<file path="config.mk">
export PLATFORM = sky130hd
export DESIGN_NAME = multi_tap_gesture_classifier
export DESIGN_NICKNAME = d
export VERILOG_FILES = /design/src/rtl/mtgc_pkg.sv /design/src/rtl/multi_tap_gesture_classifier.sv
export SDC_FILE = /design/constraint.sdc
export NUM_CORES = 1
export LEC_CHECK = 0
export CAP_MARGIN = 20
export CORE_MARGIN = 1
export CORE_UTILIZATION = 35
export CTS_BUF_LIST = sky130_fd_sc_hd__clkbuf_8
export DETAILED_ROUTE_END_ITERATION = 8
export DONT_BUFFER_PORTS = 1
export SKIP_CTS_REPAIR_TIMING = 1
export SLEW_MARGIN = 20
export SYNTH_ARGS = -nofsm -noshare
export SYNTH_HDL_FRONTEND = slang
export SYNTH_SLANG_ARGS = --single-unit
</file>
<file path="constraint.sdc">
create_clock -name clock -period 21 [get_ports clock]
set_input_delay 0 -clock clock [delete_from_list [all_inputs] [get_ports clock]]
set_output_delay 0 -clock clock [all_outputs]
set_load 0.05 [all_outputs]
</file>
<file path="src/rtl/mtgc_pkg.sv">
// ----------------------------------------------------------------------------
// mtgc_pkg
// Types and constants shared by the multi-tap gesture classifier and its
// checker.
// ----------------------------------------------------------------------------
package mtgc_pkg;

   localparam int MAX_TAPS  = 3;
   localparam int COUNT_W   = $clog2(MAX_TAPS + 1);
   localparam int TIME_W    = 48;
   localparam int COORD_W   = 10;
   localparam int DUR_W     = 24;
   localparam int EDGE_W    = 11;
   localparam int CSR_IDX_W = 3;
   localparam int CSR_DAT_W = 24;

   localparam logic [DUR_W-1:0]  TAP_MAX_RESET     = DUR_W'(400000);
   localparam logic [DUR_W-1:0]  QUIET_RESET       = DUR_W'(350000);
   localparam logic [EDGE_W-1:0] HEAD_LEFT_RESET   = EDGE_W'(0);
   localparam logic [EDGE_W-1:0] HEAD_RIGHT_RESET  = EDGE_W'(240);
   localparam logic [EDGE_W-1:0] HEAD_TOP_RESET    = EDGE_W'(0);
   localparam logic [EDGE_W-1:0] HEAD_BOTTOM_RESET = EDGE_W'(144);

   typedef enum logic [1:0] {
      GESTURE_NONE   = 2'd0,
      GESTURE_SINGLE = 2'd1,
      GESTURE_DOUBLE = 2'd2,
      GESTURE_HEAD   = 2'd3
   } gesture_type;

   typedef enum logic [CSR_IDX_W-1:0] {
      CSR_TAP_MAX     = 3'd0,
      CSR_QUIET       = 3'd1,
      CSR_HEAD_LEFT   = 3'd2,
      CSR_HEAD_RIGHT  = 3'd3,
      CSR_HEAD_TOP    = 3'd4,
      CSR_HEAD_BOTTOM = 3'd5
   } csr_index_type;

   typedef struct packed {
      logic               finger_down;
      logic [COORD_W-1:0] touch_x;
      logic [COORD_W-1:0] touch_y;
      logic [TIME_W-1:0]  time_us;
      logic               suppress;
   } req_type;

   typedef struct packed {
      gesture_type gesture;
      logic [1:0]  pending_taps;
   } rsp_type;

endpackage

</file>
<file path="src/rtl/multi_tap_gesture_classifier.sv">
// ----------------------------------------------------------------------------
// multi_tap_gesture_classifier
// Counts short presses from touch samples and commits single, double or head
// multi-tap gestures after a quiet window.
// ----------------------------------------------------------------------------
// An accepted request passes the input register, then the result register,
// which drives rsp_valid. Throughput: one transaction per cycle unless
// rsp_ready stalls; the input and result registers are each one entry deep.
// Reset: synchronous, active high; clears gesture state, both valid flags and
// restores the configuration registers to their default values.
module multi_tap_gesture_classifier (
   input  logic                                 clock,
   input  logic                                 reset,
   input  logic                                 req_valid,
   output logic                                 req_ready,
   input  mtgc_pkg::req_type                    req_data,
   output logic                                 rsp_valid,
   input  logic                                 rsp_ready,
   output mtgc_pkg::rsp_type                    rsp_data,
   input  logic                                 csr_valid,
   output logic                                 csr_ready,
   input  logic [mtgc_pkg::CSR_IDX_W-1:0]       csr_index,
   input  logic [mtgc_pkg::CSR_DAT_W-1:0]       csr_data
);

   localparam int CW = mtgc_pkg::COUNT_W;
   localparam int TW = mtgc_pkg::TIME_W;
   localparam int EW = mtgc_pkg::EDGE_W;

   // configuration
   logic [mtgc_pkg::DUR_W-1:0] tap_max_ff, quiet_ff;
   logic [EW-1:0]              left_ff, right_ff, top_ff, bottom_ff;

   // input stage
   logic              in_valid_ff, in_valid_in;
   mtgc_pkg::req_type in_data_ff;

   // gesture state
   logic [TW-1:0] press_time_ff, press_time_in;
   logic          prev_down_ff, prev_down_in;
   logic [CW-1:0] count_ff, count_in;
   logic          head_ff, head_in;
   logic [TW-1:0] deadline_ff, deadline_in;

   // result stage
   logic              out_valid_ff, out_valid_in;
   mtgc_pkg::rsp_type out_data_ff, out_data_in;

   logic          advance;
   logic          rise, fall, in_head, is_tap;
   logic [TW-1:0] held;
   logic [CW-1:0] count_tap;
   logic [TW-1:0] deadline_tap;
   logic signed [EW:0] x_s, y_s;

   assign csr_ready = 1'b1;

   always_ff @(posedge clock) begin
      if (reset) begin
         tap_max_ff <= mtgc_pkg::TAP_MAX_RESET;
         quiet_ff   <= mtgc_pkg::QUIET_RESET;
         left_ff    <= mtgc_pkg::HEAD_LEFT_RESET;
         right_ff   <= mtgc_pkg::HEAD_RIGHT_RESET;
         top_ff     <= mtgc_pkg::HEAD_TOP_RESET;
         bottom_ff  <= mtgc_pkg::HEAD_BOTTOM_RESET;
      end else if (csr_valid) begin
         unique case (csr_index)
            mtgc_pkg::CSR_TAP_MAX:     tap_max_ff <= csr_data;
            mtgc_pkg::CSR_QUIET:       quiet_ff   <= csr_data;
            mtgc_pkg::CSR_HEAD_LEFT:   left_ff    <= csr_data[EW-1:0];
            mtgc_pkg::CSR_HEAD_RIGHT:  right_ff   <= csr_data[EW-1:0];
            mtgc_pkg::CSR_HEAD_TOP:    top_ff     <= csr_data[EW-1:0];
            mtgc_pkg::CSR_HEAD_BOTTOM: bottom_ff  <= csr_data[EW-1:0];
            default: ;
         endcase
      end
   end

   assign advance   = in_valid_ff && (!out_valid_ff || rsp_ready);
   assign req_ready = !in_valid_ff || advance;

   assign in_valid_in  = (req_valid && req_ready) || (in_valid_ff && !advance);
   assign out_valid_in = advance || (out_valid_ff && !rsp_ready);

   assign x_s = $signed({1'b0, 1'b0, in_data_ff.touch_x});
   assign y_s = $signed({1'b0, 1'b0, in_data_ff.touch_y});

   always_comb begin
      rise    = in_data_ff.finger_down && !prev_down_ff;
      fall    = !in_data_ff.finger_down && prev_down_ff;
      in_head = (x_s >= $signed({left_ff[EW-1], left_ff}))
             && (x_s <  $signed({right_ff[EW-1], right_ff}))
             && (y_s >= $signed({top_ff[EW-1], top_ff}))
             && (y_s <  $signed({bottom_ff[EW-1], bottom_ff}));
      held         = in_data_ff.time_us - press_time_ff;
      is_tap       = fall && (held < TW'(tap_max_ff));
      count_tap    = (count_ff < CW'(mtgc_pkg::MAX_TAPS)) ? count_ff + CW'(1) : count_ff;
      deadline_tap = in_data_ff.time_us + TW'(quiet_ff);

      press_time_in = rise ? in_data_ff.time_us : press_time_ff;
      head_in       = head_ff || (rise && in_head);
      count_in      = is_tap ? count_tap : count_ff;
      deadline_in   = is_tap ? deadline_tap : deadline_ff;
      prev_down_in  = in_data_ff.finger_down;

      out_data_in.gesture = mtgc_pkg::GESTURE_NONE;
      if ((count_in != '0) && (in_data_ff.time_us > deadline_in)) begin
         if (!in_data_ff.suppress) begin
            if ((count_in >= CW'(mtgc_pkg::MAX_TAPS)) && head_in) begin
               out_data_in.gesture = mtgc_pkg::GESTURE_HEAD;
            end else if (count_in >= CW'(2)) begin
               out_data_in.gesture = mtgc_pkg::GESTURE_DOUBLE;
            end else begin
               out_data_in.gesture = mtgc_pkg::GESTURE_SINGLE;
            end
         end
         count_in = '0;
         head_in  = 1'b0;
      end
      out_data_in.pending_taps = (count_in > CW'(3)) ? 2'd3 : count_in[1:0];
   end

   always_ff @(posedge clock) begin
      if (reset) begin
         in_valid_ff   <= 1'b0;
         out_valid_ff  <= 1'b0;
         press_time_ff <= '0;
         prev_down_ff  <= 1'b0;
         count_ff      <= '0;
         head_ff       <= 1'b0;
         deadline_ff   <= '0;
      end else begin
         in_valid_ff  <= in_valid_in;
         out_valid_ff <= out_valid_in;
         if (advance) begin
            press_time_ff <= press_time_in;
            prev_down_ff  <= prev_down_in;
            count_ff      <= count_in;
            head_ff       <= head_in;
            deadline_ff   <= deadline_in;
         end
      end
   end

   always_ff @(posedge clock) begin
      if (req_valid && req_ready) begin
         in_data_ff <= req_data;
      end
      if (advance) begin
         out_data_ff <= out_data_in;
      end
   end

   assign rsp_valid = out_valid_ff;
   assign rsp_data  = out_data_ff;

endmodule

</file>
==> run_summary.xml <==
<?xml version="1.0" encoding="UTF-8"?>
<metrics>
  <group name="status">
    <metric name="run_status" unit="">finished, violations left</metric>
    <metric name="failing_checks" unit="">hold timing</metric>
  </group>
  <group name="yosys">
    <metric name="syn_inst" unit="">2099</metric>
    <metric name="synthesis.yosys.warnings" unit="">0</metric>
    <metric name="synthTopCellsByArea" unit="">dfxtp_1 22%, ha_1 13%, edfxtp_1 13%</metric>
    <metric name="netlist_top_cells_count" unit="">362 x nand2_1, 278 x a21oi_1, 194 x dfxtp_1</metric>
    <metric name="post_synth_instance_area" unit="mm2">0.0174</metric>
    <metric name="async_reset_ff_frac" unit="">0</metric>
    <metric name="most_numerous_cell_in_the_yosys_netlist" unit="">nand2_1</metric>
    <metric name="synth.yosys.seq_area_share" unit="">0.352</metric>
    <metric name="synth_flop_cell" unit="">dfxtp_1</metric>
    <metric name="syn_area_per_cell" unit="um2">8.27</metric>
    <metric name="synth.lib_cells_used.distinct" unit="">86</metric>
    <metric name="synth.net_count" unit="">2383</metric>
    <metric name="post-synth-top-area-fraction" unit="">0.224</metric>
    <metric name="ys_seq_elements" unit="">268</metric>
    <metric name="synth_enable_flop_cells" unit="">74</metric>
    <metric name="synth_largest_area_cell" unit="">dfxtp_1</metric>
  </group>
  <group name="worst_setup_path">
    <metric name="worst-endpoint-arrival" unit="ns">8.89</metric>
    <metric name="r2r_setup_slack" unit="ns">12.54</metric>
    <metric name="critical-path-slowest-cell" unit="">buf_4</metric>
    <metric name="worst_setup_path_start_kind" unit="">register</metric>
    <metric name="crit_path_end_kind" unit="">register</metric>
    <metric name="worst_ep_required_time" unit="ns">21.43</metric>
    <metric name="timing.critical_path.slowest_cell_delay" unit="ns">0.60</metric>
    <metric name="timing.critical_path.fanout_max" unit="">33</metric>
    <metric name="crit_buf_inv" unit="">3</metric>
    <metric name="worst_path_dominant_cell_family" unit="">simple AND/OR/NAND/NOR gates</metric>
    <metric name="timing_worst_setup_path_type" unit="">register to register</metric>
  </group>
  <group name="cells_and_area">
    <metric name="n_antenna_cell" unit="">0</metric>
    <metric name="post_route_cells_drive_above_1_share" unit="">0.0576</metric>
    <metric name="layout.nets" unit="">2532</metric>
    <metric name="filler_free_cell_count_of_the_finished_design" unit="">2954</metric>
    <metric name="area.sequential" unit="mm2">0.00611</metric>
    <metric name="flow.area_growth_from_synthesis" unit="%">19.9</metric>
    <metric name="num-fill-cells" unit="">4828</metric>
    <metric name="multi_input_gate_area" unit="mm2">0.0104</metric>
  </group>
  <group name="routing">
    <metric name="ant_nets" unit="">0</metric>
    <metric name="detailedRoute.firstPassIterationCount" unit="">6</metric>
    <metric name="drcViolationCount" unit="">0</metric>
    <metric name="routed_wire_length_per_instance" unit="um">19.3</metric>
    <metric name="detail_route.iter0.violations" unit="">1320</metric>
    <metric name="routed_via_density" unit="">5.40</metric>
    <metric name="wirelength" unit="um">56900</metric>
    <metric name="detailroute.via_count" unit="">15962</metric>
  </group>
  <group name="placement">
    <metric name="gp_routability_congestion" unit="">0.933</metric>
    <metric name="buffer_ports.inserted" unit="">0</metric>
    <metric name="dp_slack" unit="ns">12.73</metric>
    <metric name="place_inst" unit="">2681</metric>
    <metric name="dp.final_hpwl" unit="um">40700</metric>
  </group>
  <group name="clock_tree">
    <metric name="cts.root.buffer_cell" unit="">clkbuf_8</metric>
    <metric name="worst_skew_pair.late_latency" unit="ns">0.68</metric>
    <metric name="tritoncts" unit="">done</metric>
    <metric name="clock_sink_count" unit="">268</metric>
    <metric name="largest_buffer_count_on_any_clock_path" unit="">3</metric>
    <metric name="cts_clk_pin_slew_worst_paths" unit="ns">0.06</metric>
    <metric name="h_tree_level_count" unit="">2</metric>
    <metric name="cts-buffers-inserted" unit="">51</metric>
  </group>
  <group name="global_route">
    <metric name="grt_start_max_net_pins" unit="">170</metric>
    <metric name="grt_first_pass_wirelength" unit="um">84200</metric>
    <metric name="antenna_found_initial" unit="">0</metric>
    <metric name="overflow" unit="">0</metric>
    <metric name="grt_pass1_vias" unit="">14730</metric>
    <metric name="groute.usage.overall" unit="">0.217</metric>
  </group>
  <group name="sta">
    <metric name="rsz0062_at_grt" unit="">false</metric>
    <metric name="layout_worst_path_cycle_share" unit="">0.403</metric>
    <metric name="fin_setup_tns" unit="ns">0</metric>
    <metric name="fmax" unit="GHz">0.118</metric>
    <metric name="tightestPinTransition" unit="ns">1.06</metric>
    <metric name="timing.clock.skew" unit="ns">0.0650</metric>
    <metric name="slew_headroom" unit="">0.289</metric>
    <metric name="fin_hold_ws" unit="ns">-0.00450</metric>
    <metric name="timing_hold_violations_final" unit="">1</metric>
    <metric name="timing.final.crit_period" unit="ns">8.46</metric>
    <metric name="final.setup.worst_slack" unit="ns">12.54</metric>
    <metric name="setup_violations" unit="">0</metric>
    <metric name="timing_max_transition_violations_final" unit="">0</metric>
  </group>
  <group name="die">
    <metric name="core_outline_area" unit="mm2">0.0490</metric>
    <metric name="num_io_pins" unit="">109</metric>
    <metric name="initial_core_util" unit="">0.355</metric>
    <metric name="die-area" unit="mm2">0.0505</metric>
    <metric name="chipHeight" unit="um">225</metric>
    <metric name="placement_rows" unit="">81</metric>
    <metric name="fp.dieW" unit="um">225</metric>
  </group>
  <group name="job">
    <metric name="timing.max_cap.violations" unit="">0</metric>
  </group>
  <group name="pwr">
    <metric name="p_leak" unit="nW">7.69</metric>
    <metric name="power_density" unit="mW/mm2">65.5</metric>
    <metric name="max-vdd-ir-drop" unit="V">0.0000397</metric>
  </group>
  <group name="hold_path">
    <metric name="holdCritPathClass" unit="">primary input to register</metric>
  </group>
</metrics>
[metal layers]
metal,part of all wire,vias up,track usage
li1,-,7793,-
met1,0.45,7547,0.290
met2,0.45,533,0.348
met3,0.075,89,0.0461
met4,0.026,0,0.0671
met5,0,-,0
[layout by cell type, fill, tap and decap left out, types with 16 or more instances in the layout]
cell type,count
nand2_1,362
a21oi_1,278
dfxtp_1,194
ha_1,180
dlygate4sd3_1,176
inv_1,151
o21ai_0,109
nand3_1,74
edfxtp_1,74
nor2_1,71
clkbuf_8,66
mux2i_1,50
a21o_1,46
xnor2_1,42
nand4_1,37
nor3_1,34
o211ai_1,29
xor2_1,28
and3_1,20
o21a_1,18
a21boi_0,16
[where the power goes]
part	internal (mW)	leakage (nW)	total [mW]	switching, mW
Combinational	0.0994	4.77	0.248	0.149
Sequential	0.549	2.29	0.569	0.0200
Clock	0.298	0.623	0.547	0.249
Total	0.946	7.69	1.36	0.418
[worst register-to-register path: cells and delay by family (launching register included)]
kind                       cells  cell delay [ns]
AOI/OAI and AO/OA             14             2.72
xor gates and xnor gates       1             0.10
adders and majority gates      4             1.08
buffers and inverters          3             0.76
DFF                            1             0.43
muxes                          1             0.23
and+or+nand+nor               13             2.91
[logic make-up (layout without fill, tap and decap cells)]
kind of cell,after synthesis,count (layout),synth area share
and+or+nand+nor,695,695,0.187
AOI/OAI and AO/OA,597,597,0.210
DFF,268,268,0.352
buffers and inverters,233,424,0.0532
adders and majority gates,182,182,0.132
xor gates and xnor gates,70,70,0.0353
muxes,53,53,0.0308
other,1,1,0.000216
[sequential cells by signal (all words and copies together), names as in the netlist]
name,count
prev_down_in,1
head_ff,1
right_ff,11
press_time_ff,48
bottom_ff,11
prev_down_ff,1
in_valid_ff,1
tap_max_ff,24
count_ff,2
quiet_ff,24
deadline_ff,48
left_ff,11
rsp_data,4
top_ff,11
rsp_valid,1
in_data_ff,69
[path summary, 6_finish.rpt]
kind | startpoint | depth (start not counted) | endpoint
setup / recovery | in_data_ff[1] | 36 | rsp_data[2]
hold / removal | csr_index[1] | 4 | top_ff[4]
hold reg to reg | press_time_ff[7] | 2 | press_time_ff[7]
setup reg to reg | in_data_ff[1] | 36 | rsp_data[2]
[through the flow]
step | total power, mW | util | hold WS, ns | instance area, um2
CTS | 1.34 | 0.388 | -0.623 | 19000
detailed placement | 0.787 | 0.366 | 0.0989 | 17900
global placement | 0.785 | 0.366 | 0.0989 | 17900
finish | 1.36 | 0.425 | -0.00450 | 20800
floorplan | 0.728 | - | 0.0989 | 17400
global route | 1.42 | 0.425 | -0.0112 | 20800
[layout make-up]
cell class	instances	area share
clock buffer	66	0.0436
clock inverter	29	0.00889
inverter	137	0.0247
multi-input combinational	1598	0.497
sequential	268	0.293
tap	664	0.0399
timing repair buffer	192	0.0923
No activity file was read; power rests on OpenSTA's default activity.
